===== src/sv/wbps_pkg.sv =====
`timescale 1ns / 1ps
// Package for the wildcard byte pattern search core.
// Holds sizes, register indexes and shared types; no dependencies.
package wbps_pkg;

  // Pattern and window sizes
  localparam int PAT_BYTES   = 16;
  localparam int WIN_DEPTH   = PAT_BYTES - 1;
  localparam int LEN_BITS    = 5;
  localparam int LENM1_BITS  = 4;
  localparam int OFFSET_BITS = 32;
  localparam int ADDR_BITS   = 64;
  localparam int CFG_DATA_BITS  = 64;
  localparam int CFG_INDEX_BITS = 3;

  // Configuration register indexes
  typedef enum logic [CFG_INDEX_BITS-1:0] {
    REG_PATTERN_LOW  = 3'd0,
    REG_PATTERN_HIGH = 3'd1,
    REG_CARE_MASK    = 3'd2,
    REG_PATTERN_LEN  = 3'd3,
    REG_BASE_ADDRESS = 3'd4
  } cfg_reg_t;

  typedef logic [7:0] byte_t;
  typedef logic [WIN_DEPTH-1:0][7:0] window_t;

  // Compare result handed from the match unit to the top level
  typedef struct packed {
    logic                  hit;
    logic [LENM1_BITS-1:0] len_m1;
  } match_res_t;

endpackage


===== src/sv/wbps_match.sv =====
`timescale 1ns / 1ps
// Masked window compare for the wildcard byte pattern search core.
// Depends on wbps_pkg.
module wbps_match import wbps_pkg::*; (
  input  byte_t                  cur_byte,
  input  window_t                window,
  input  logic [63:0]            pattern_low,
  input  logic [63:0]            pattern_high,
  input  logic [PAT_BYTES-1:0]   care_mask,
  input  logic [LEN_BITS-1:0]    pattern_length,
  input  logic [OFFSET_BITS-1:0] bytes_seen,
  output match_res_t             res
);

  logic [LENM1_BITS-1:0] len_m1;
  byte_t                 cand [PAT_BYTES];
  byte_t                 pat  [PAT_BYTES];
  logic [PAT_BYTES-1:0]  byte_ok;
  logic                  window_full;
  logic                  not_saturated;

  // Effective length minus one: zero acts as one, above the cap acts as the cap
  always_comb begin
    if (pattern_length == '0) begin
      len_m1 = '0;
    end else if (pattern_length > LEN_BITS'(PAT_BYTES)) begin
      len_m1 = LENM1_BITS'(PAT_BYTES - 1);
    end else begin
      len_m1 = LENM1_BITS'(pattern_length - LEN_BITS'(1));
    end
  end

  // Candidate bytes by distance: the current byte, then the window newest first
  always_comb begin
    cand[0] = cur_byte;
    for (int j = 1; j < PAT_BYTES; j++) begin
      cand[j] = window[j-1];
    end
  end

  // Per-position compare; positions past the length and wildcards pass
  always_comb begin
    for (int k = 0; k < PAT_BYTES; k++) begin
      pat[k] = (k < 8) ? pattern_low[8*(k%8) +: 8] : pattern_high[8*(k%8) +: 8];
      if (LENM1_BITS'(k) > len_m1 || !care_mask[k]) begin
        byte_ok[k] = 1'b1;
      end else begin
        byte_ok[k] = (cand[len_m1 - LENM1_BITS'(k)] == pat[k]);
      end
    end
  end

  assign window_full   = (bytes_seen >= OFFSET_BITS'(len_m1));
  assign not_saturated = (bytes_seen != '1);

  assign res.hit    = window_full && not_saturated && (&byte_ok);
  assign res.len_m1 = len_m1;

endmodule


===== src/sv/wildcard_byte_pattern_search_core.sv =====
`timescale 1ns / 1ps
// Top level of the wildcard byte pattern search core: config registers,
// byte window, counters and the result register. Depends on wbps_pkg, wbps_match.
//
//   channel  ports                                       role
//   in       in_valid in_stall in_data_byte in_last_byte one image byte per item
//   out      out_valid out_stall out_found               one result per
//            out_match_address                           image
//   cfg      cfg_write_en cfg_index cfg_write_data       register writes
//
// One item is taken per cycle while the input is not stalled; the compare and
// address add sit between the input ports and the result register, so a result
// appears in the cycle after its byte. Reset (rst_n low, synchronous) clears the
// window, counters and result valid and loads register defaults. The input
// stalls only while a result is held and the output is stalled.
module wildcard_byte_pattern_search_core import wbps_pkg::*; (
  input  logic                      clk,
  input  logic                      rst_n,
  input  logic                      in_valid,
  output logic                      in_stall,
  input  logic [7:0]                in_data_byte,
  input  logic                      in_last_byte,
  output logic                      out_valid,
  input  logic                      out_stall,
  output logic                      out_found,
  output logic [ADDR_BITS-1:0]      out_match_address,
  input  logic                      cfg_write_en,
  input  logic [CFG_INDEX_BITS-1:0] cfg_index,
  input  logic [CFG_DATA_BITS-1:0]  cfg_write_data
);

  logic [63:0]            pattern_low_r;
  logic [63:0]            pattern_high_r;
  logic [PAT_BYTES-1:0]   care_mask_r;
  logic [LEN_BITS-1:0]    pattern_length_r;
  logic [ADDR_BITS-1:0]   base_address_r;

  window_t                window_r, window_nxt;
  logic [OFFSET_BITS-1:0] bytes_seen_r, bytes_seen_nxt;
  logic                   reported_r, reported_nxt;

  logic                   out_valid_r, out_valid_nxt;
  logic                   out_found_r, out_found_nxt;
  logic [ADDR_BITS-1:0]   out_addr_r, out_addr_nxt;

  match_res_t             mres;
  logic                   accept;
  logic                   hit;
  logic [OFFSET_BITS-1:0] offset;

  // Handshake
  assign in_stall = out_valid_r && out_stall;
  assign accept   = in_valid && !in_stall;

  // Configuration registers
  always_ff @(posedge clk) begin
    if (!rst_n) begin
      pattern_low_r    <= '0;
      pattern_high_r   <= '0;
      care_mask_r      <= '0;
      pattern_length_r <= LEN_BITS'(1);
      base_address_r   <= '0;
    end else if (cfg_write_en) begin
      case (cfg_reg_t'(cfg_index))
        REG_PATTERN_LOW:  pattern_low_r    <= cfg_write_data;
        REG_PATTERN_HIGH: pattern_high_r   <= cfg_write_data;
        REG_CARE_MASK:    care_mask_r      <= cfg_write_data[PAT_BYTES-1:0];
        REG_PATTERN_LEN:  pattern_length_r <= cfg_write_data[LEN_BITS-1:0];
        REG_BASE_ADDRESS: base_address_r   <= cfg_write_data;
        default: ;
      endcase
    end
  end

  // Window compare
  wbps_match u_match (
    .cur_byte       (in_data_byte),
    .window         (window_r),
    .pattern_low    (pattern_low_r),
    .pattern_high   (pattern_high_r),
    .care_mask      (care_mask_r),
    .pattern_length (pattern_length_r),
    .bytes_seen     (bytes_seen_r),
    .res            (mres)
  );

  assign hit    = mres.hit && !reported_r;
  assign offset = bytes_seen_r - OFFSET_BITS'(mres.len_m1);

  // Scan state: shift the window, count bytes, rearm on the last byte
  always_comb begin
    window_nxt     = window_r;
    bytes_seen_nxt = bytes_seen_r;
    reported_nxt   = reported_r;
    if (accept) begin
      if (in_last_byte) begin
        window_nxt     = '0;
        bytes_seen_nxt = '0;
        reported_nxt   = 1'b0;
      end else begin
        window_nxt = {window_r[WIN_DEPTH-2:0], in_data_byte};
        if (bytes_seen_r != '1) begin
          bytes_seen_nxt = bytes_seen_r + OFFSET_BITS'(1);
        end
        if (hit) begin
          reported_nxt = 1'b1;
        end
      end
    end
  end

  // Result register
  always_comb begin
    out_found_nxt = out_found_r;
    out_addr_nxt  = out_addr_r;
    out_valid_nxt = out_valid_r && out_stall;
    if (accept && hit) begin
      out_valid_nxt = 1'b1;
      out_found_nxt = 1'b1;
      out_addr_nxt  = base_address_r + ADDR_BITS'(offset);
    end else if (accept && in_last_byte && !reported_r) begin
      out_valid_nxt = 1'b1;
      out_found_nxt = 1'b0;
      out_addr_nxt  = '0;
    end
  end

  always_ff @(posedge clk) begin
    if (!rst_n) begin
      window_r     <= '0;
      bytes_seen_r <= '0;
      reported_r   <= 1'b0;
      out_valid_r  <= 1'b0;
    end else begin
      window_r     <= window_nxt;
      bytes_seen_r <= bytes_seen_nxt;
      reported_r   <= reported_nxt;
      out_valid_r  <= out_valid_nxt;
    end
  end

  // Payload needs no reset
  always_ff @(posedge clk) begin
    out_found_r <= out_found_nxt;
    out_addr_r  <= out_addr_nxt;
  end

  assign out_valid         = out_valid_r;
  assign out_found         = out_found_r;
  assign out_match_address = out_addr_r;

endmodule


===== config.mk =====
export PLATFORM = sky130hd
export DESIGN_NAME = wildcard_byte_pattern_search_core
export DESIGN_NICKNAME = d
export VERILOG_FILES = /design/src/sv/wbps_pkg.sv /design/src/sv/wbps_match.sv /design/src/sv/wildcard_byte_pattern_search_core.sv
export SDC_FILE = /design/constraint.sdc
export NUM_CORES = 1
export LEC_CHECK = 0
export BUFFER_PORTS_ARGS = -buffer_cell sky130_fd_sc_hd__buf_2
export CAP_MARGIN = 20
export CORE_AREA = 2 2 375 191
export CTS_BUF_LIST = sky130_fd_sc_hd__clkbuf_2
export DETAILED_ROUTE_END_ITERATION = 10
export DIE_AREA = 0 0 377 193
export HOLD_SLACK_MARGIN = 0.06
export PLACE_DENSITY = 0.59
export SYNTH_ARGS = -nofsm -noshare
export SYNTH_HDL_FRONTEND = slang
export SYNTH_SLANG_ARGS = --single-unit

===== constraint.sdc =====
create_clock -name clk -period 9.7 [get_ports clk]
set_clock_uncertainty 0.15 [all_clocks]
set_input_delay 1.455 -clock clk [delete_from_list [all_inputs] [get_ports clk]]
set_output_delay 1.455 -clock clk [all_outputs]
set_load 0.05 [all_outputs]

==> impl_metrics.env, run 1 <==
export IMPL_synthesis_area_um2=27500
export IMPL_yosysWarnings=0
export IMPL_synth_distinct_cells=79
export IMPL_crit_arrival_ns=8.57
export IMPL_crit_type="flop to flop"
export IMPL_synth_nets=3259
export IMPL_crit_required_ns=10.51
export IMPL_grt_pass1_vias=22300
export IMPL_ios=148
export IMPL_vias=25200
export IMPL_finalWorstSetupSlack_ns=1.93
export IMPL_intPower_w=0.00265
export IMPL_io_buffer_count=147
export IMPL_ys_flop_type="dfxtp_1"
export IMPL_design_area_um2=30000
export IMPL_synth_compound_area_share_pct=15.6
export IMPL_synth_fa_ha_area_share_pct=2.45
export IMPL_power_density_nw_per_um2=140
export IMPL_grt_setup_unrepaired="no"
export IMPL_grt_max_degree=99
export IMPL_finalNetCount=3337
export IMPL_end_kind="flop"
export IMPL_p_leak_nw=10.9
export IMPL_start_util_pct=39.4
export IMPL_cts_setup_buffers=0
export IMPL_cp_max_fo=25
export IMPL_min_period_ns=7.77
export IMPL_yosys_area_top_type="dfxtp_1"
export IMPL_drt_initial_drc_count=3549
export IMPL_min_path_type="flop to flop"
export IMPL_ys_seq_area_share_pct=33.7
export IMPL_post_cts_resized=0
export IMPL_synthSimpleGateAreaFrac_pct=18.9
export IMPL_r2r_setup_slack_ns=1.93
export IMPL_async_flop_share_pct=0
export IMPL_cts_made_buffers=98
export IMPL_avgSynthCellArea_um2=8.81
export IMPL_cts_sinks=432
export IMPL_relSlewSlack_pct=21.6
export IMPL_fp_coreArea_um2=69900
export IMPL_power_switching_w=0.00155
export IMPL_ys_ff_latch=432
export IMPL_synthXorXnorAreaFrac_pct=7.86
export IMPL_p_sw_share_pct=36.9
export IMPL_htreeDepth=3
export IMPL_synth_top_family_by_area="simple AND/OR/NAND/NOR gates"
export IMPL_finalHoldViolCount=0
export IMPL_grt_pass1_wl_um=156000
export IMPL_antenna_left=0
export IMPL_clk_latency_ns=1.28
export IMPL_critPathLaunchType="flop"
export IMPL_muxShareOfSynthArea_pct=17.6
export IMPL_fmax_ghz=0.129
export IMPL_drive_gt1_share_pct=17.6
export IMPL_routed_wl_um=108000
export IMPL_place_gp_congestion=1.10
export IMPL_cap_violations=0
export IMPL_synth_edff_count=64
export IMPL_track_usage_pct=29.3
export IMPL_first_pass_iters=6
export IMPL_post_place_ws_ns=2.00
export IMPL_status="complete, no violations"
export IMPL_power_frac_seq_pct=46.4
export IMPL_synth_area_leaders="dfxtp_1, mux4_2, nand2_1"
export IMPL_yosys_top_cells_count="nand2_1, dfxtp_1, a21boi_0, a21oi_1, clkbuf_1"
export IMPL_setup_viol=0
export IMPL_rows=69
export IMPL_avgViaCountPerCell=5.99
export IMPL_syn_to_final_growth_pct=8.94
export IMPL_min_period_over_period_pct=80.1
export IMPL_combPwrFrac_pct=23.6
export IMPL_maxSlewViolCount=0
export IMPL_ir_worst_vdd_mv=0.0732
export IMPL_cts_max_path_buffers=3
export IMPL_pwr_share_clk_pct=30.0
export IMPL_hold_buffers=0
export IMPL_synthMostInstantiatedCell="nand2_1"
export IMPL_overflow=0
export IMPL_tritoncts="built"
export IMPL_route_detailed_drc=0
export IMPL_max_slew_worst_pin_slew_ns=1.15
export IMPL_synth_top_area_share_pct=26.8
export IMPL_wl_per_cell_um=25.6
export IMPL_fin_setup_tns_ns=0
export IMPL_fp_dieH_um=193
export IMPL_dpl_cell_area_um2=29000
export IMPL_design_die_area_um2=72800
export IMPL_root_buffer="clkbuf_2"
export IMPL_dpl_hpwl_um=81900
export IMPL_syn_inst=3126
export IMPL_die_w_um=377
export IMPL_antenna_found_initial=3
export IMPL_clk_pin_slew_ns=0.11
-- routing by layer --
metal	track usage, %	vias to the layer above	wire (um)
met5	1.30	-	178
met1	46.0	12300	52000
met4	5.46	4	1410
li1	-	11400	-
met3	14.7	114	17000
met2	33.8	1388	37100
-- layout by cell type, fill, tap and decap left out, types with 10 or more instances in the layout --
cell type / synthesis / layout
a21o_1: 23 / 23
mux4_2: 137 / 137
or4_1: 10 / 10
clkbuf_2: 1 / 146
o211ai_1: 26 / 26
o21ai_0: 52 / 51
dfxtp_1: 368 / 368
xor2_1: 91 / 91
mux2i_1: 114 / 113
mux2_2: 54 / 54
nor4_1: 22 / 20
nor2b_1: 19 / 19
nand4_1: 55 / 55
and3_1: 20 / 19
nor2_1: 95 / 94
nand3_1: 44 / 43
o22ai_1: 14 / 14
clkinv_1: 0 / 18
nor3_1: 82 / 82
buf_4: 2 / 39
a21oi_1: 186 / 186
xnor2_1: 156 / 149
o31ai_1: 17 / 17
a211oi_1: 19 / 19
buf_2: 25 / 146
a21boi_0: 222 / 222
a22oi_1: 10 / 10
ha_1: 50 / 49
inv_1: 54 / 53
or3_1: 14 / 14
nand2_1: 754 / 752
edfxtp_1: 64 / 64
and4_1: 10 / 10
-- cell families (layout without fill, tap and decap cells) --
family | count (synthesis) | count (layout)
AND/OR/NAND/NOR | 1176 | 1176
flip-flops | 432 | 432
XOR/XNOR | 247 | 247
buffers and inverters | 268 | 418
other | 0 | 3
multiplexers | 306 | 306
adder cells (fa/ha/maj) | 53 | 53
AO/OA/AOI/OAI | 644 | 644
-- worst max-delay path, stage by stage (launching register included) --
cell and delay (ns):
dfxtp_1 0.50, inv_1 0.10, ha_1 0.34, and3b_1 0.28
nor3_4 0.17, buf_4 0.39, ha_1 0.37, o21ai_0 0.10
nand2b_1 0.11, a21o_1 0.22, or2_2 0.35, or3b_2 0.49
or2_2 0.35, nor4_1 0.66, nand2b_1 0.14, xnor2_1 0.16
ha_1 0.36, a21o_1 0.20, a21o_1 0.19, a21oi_1 0.17
o21ai_0 0.12, a21o_1 0.20, a211oi_1 0.93, nor3_1 0.20
xnor2_1 0.19, nor3_1 0.06
-- worst paths after layout --
path | to | startpoint | cells past startpoint
max | out_match_address[60] | pattern_length_r[0] | 25
min | out_found | out_found | 2
min reg2reg | out_found | out_found | 2
max reg2reg | out_match_address[60] | pattern_length_r[0] | 25
-- through the flow --
stage / hold slack, ns / instances / total power, W / util [%]
floorplan: 0.289 / 3126 / 0.00265 / -
global placement: 0.288 / 4022 / 0.00295 / 41.5
detailed placement: 0.293 / 4022 / 0.00295 / 41.5
CTS: 0.216 / 4194 / 0.00421 / 42.8
global route: 0.241 / 4201 / 0.00438 / 42.9
finish: 0.315 / 4202 / 0.00420 / 42.9
-- power by group through the flow --
stage | Sequential (W) | Clock (W) | Combinational (W)
floorplan | 0.00214 | 0 | 0.000510
global placement | 0.00199 | 0 | 0.000966
detailed placement | 0.00199 | 0 | 0.000964
CTS | 0.00195 | 0.00130 | 0.000968
global route | 0.00196 | 0.00138 | 0.00105
finish | 0.00195 | 0.00126 | 0.000990
-- final cells by class --
class / count / area (um^2)
fill: 7046 / 39900
tap: 923 / 1150
clock inverter: 26 / 170
inverter: 57 / 216
antenna: 3 / 7.51
multi-input combinational: 2426 / 17300
sequential: 432 / 9290
clock buffer: 146 / 731
timing repair buffer: 189 / 1080
-- registers in the layout, summed over array words and instances, names as in the netlist --
name	cells
reported_r	1
out_valid	1
out_found	1
bytes_seen_r	32
out_match_address	64
base_address_r	64
pattern_length_r	5
care_mask_r	16
pattern_high_r	64
window_r	120
pattern_low_r	64
(Power assumes the default switching activity.)
==> run 2, diff against run 1 <==
Clock period 9.7 ns to 6.3 ns, I/O delays scaled along.
==> run 2 against run 1 <==
Effect of this change:
- core utilization is 2.8 points higher
- sequential cell count stayed put
- worst setup slack worse by 1.7 ns
- largest cell class unchanged
- highest routed layer unchanged
==> impl_metrics.env, run 2 (synthesis gave the netlist of run 1 again) <==
export IMPL_status="complete, no violations"
export IMPL_cts_made_buffers=100
export IMPL_p_leak_nw=11.9
export IMPL_cp_slowest_stage_delay_ns=0.47
export IMPL_crit_type="flop to flop"
export IMPL_mostFrequentLayoutCells="nand2_1, dfxtp_1, a21boi_0"
export IMPL_largest_register_ffs=120
export IMPL_timing_rr_end="out_match_address[42]"
export IMPL_max_slew_worst_pin_slew_ns=1.10
export IMPL_holdPathEnd="pattern_length_r[0]"
export IMPL_htreeDepth=3
export IMPL_drt_initial_drc_count=3243
export IMPL_timing_rr_start="pattern_length_r[0]"
export IMPL_first_pass_iters=8
export IMPL_finalHoldViolCount=0
export IMPL_fmax_ghz=0.164
export IMPL_r2r_setup_slack_ns=0.22
export IMPL_antenna_left=0
export IMPL_cts_sinks=432
export IMPL_design_area_um2=31900
export IMPL_avgViaCountPerCell=5.82
export IMPL_ir_worst_vdd_mv=0.153
export IMPL_r2r_cells=24
export IMPL_routed_wl_um=107000
export IMPL_die_w_um=377
export IMPL_overflow=0
export IMPL_power_density_nw_per_um2=208
export IMPL_maxSlewViolCount=0
export IMPL_syn_to_final_growth_pct=16.0
export IMPL_crit_arrival_ns=7.05
export IMPL_critPathLaunchType="flop"
export IMPL_finalNetCount=3543
export IMPL_critPathTopFamily="simple AND/OR/NAND/NOR gates"
export IMPL_root_buffer="clkbuf_2"
export IMPL_layout_commonest_cell="nand2_1"
export IMPL_dpl_hpwl_um=81300
export IMPL_path_cells="inv_1 > ha_2 > nor3b_2 > maj3_2 > ha_1 > nor2b_1 > o21ai_1 > nand2b_1 > a21o_1 > or2_2 > or3b_4 > or2_4 > nor4_2 > xor2_1 > ha_1 > nand2_2 > nor2_2 > nand2_1 > o31ai_4 > a21o_1 > a31oi_4 > buf_4 > or4b_4 > a211oi_2"
export IMPL_relSlewSlack_pct=26.0
export IMPL_io_buffer_count=147
export IMPL_crit_required_ns=7.27
export IMPL_dpl_cell_area_um2=30100
export IMPL_rows=69
export IMPL_place_gp_congestion=1.10
export IMPL_antenna_found_initial=3
export IMPL_hold_path_startpoint="cfg_index[2]"
export IMPL_num_fill_cells=6868
export IMPL_design_die_area_um2=72800
export IMPL_min_period_ns=6.08
export IMPL_grt_pass1_vias=23200
export IMPL_track_usage_pct=29.0
export IMPL_regMostFlops="window_r"
export IMPL_clk_latency_ns=1.29
export IMPL_setup_viol=0
export IMPL_cts_max_path_buffers=3
export IMPL_vias=25700
export IMPL_fin_setup_tns_ns=0
export IMPL_clk_pin_slew_ns=0.12
export IMPL_min_period_over_period_pct=96.6
export IMPL_cp_max_fo=6
export IMPL_slowest_stage="or4b_4"
export IMPL_ios=148
export IMPL_grt_max_degree=121
export IMPL_route_detailed_drc=0
export IMPL_cap_violations=0
export IMPL_fp_coreArea_um2=69900
export IMPL_tritoncts="built"
export IMPL_grt_pass1_wl_um=156000
export IMPL_drive_gt1_share_pct=20.6
export IMPL_min_path_type="input port to flop"
export IMPL_hold_depth=5
export IMPL_wl_per_cell_um=24.2
export IMPL_crit_buf_inv=2
export IMPL_final_util_pct=45.7
export IMPL_end_kind="flop"
export IMPL_start_util_pct=39.4
export IMPL_fp_dieH_um=193
run 2: tightest hold or removal path, delay by kind of cell:
family,cells,cell delay [ns]
simple gates,3,0.47
mux,1,0.12
buf+inv,1,0.11
run 2: final cells by class:
type                    count  area, um^2  area share [%]
inverters                  57         216           0.678
diodes                      4        10.0          0.0313
well taps                 923        1150            3.62
flip-flops and latches    432        9290            29.1
clock inverters            37         180           0.564
repair buffers            393        2930            9.16
multi-input cells        2426       17400            54.6
clock buffers             144         721            2.26
run 2: where the power goes:
| group | leakage, nW | internal [W] | switching (W) |
|---|---|---|---|
| Clock | 0.692 | 0.000662 | 0.00127 |
| Combinational | 7.57 | 0.000592 | 0.00113 |
| Sequential | 3.62 | 0.00293 | 0.0000651 |
| Total | 11.9 | 0.00418 | 0.00247 |
run 2: how the worst max path moves through the flow:
stage                                    from               endpoint  cells after the start
after floorplan           pattern_length_r[0]  out_match_address[42]                     31
after global placement    pattern_length_r[0]  out_match_address[45]                     27
after detailed placement  pattern_length_r[0]  out_match_address[45]                     27
after CTS                 pattern_length_r[0]  out_match_address[63]                     26
after global routing      pattern_length_r[0]  out_match_address[42]                     24
final                     pattern_length_r[0]  out_match_address[42]                     24
run 2: per-stage QoR:
| stage | total power [W] | hold slack (ns) | worst slack, ns | cells |
|---|---|---|---|---|
| finish | 0.00665 | 0.218 | 0.215 | 4416 |
| global route | 0.00694 | 0.213 | -0.0321 | 4414 |
| CTS | 0.00665 | 0.0875 | 0.00332 | 4408 |
| detailed placement | 0.00468 | 0.298 | -0.0459 | 4141 |
| global placement | 0.00468 | 0.302 | 0.00130 | 4141 |
| floorplan | 0.00410 | 0.289 | 0.0136 | 3126 |
run 2: per-layer routing:
metal | global-route usage (%) | vias to the layer above | share of wire, %
met5 | 1.76 | - | 0.29
met4 | 6.32 | 6 | 1.6
met3 | 14.2 | 148 | 15
met2 | 34.1 | 1349 | 35
met1 | 45.0 | 12400 | 48
li1 | - | 11800 | -
run 2: what timing repair did:
| action | 4_1_cts | 5_1_grt |
|---|---|---|
| hold buffers | 85 | 0 |
| gates resized for setup | 0 | 19 |
| buffers inserted | 1 | 3 |
| hold endpoints to repair | 254 | 0 |
| pin swaps | 1 | 11 |
| endpoints found under the setup margin | 5 | 35 |
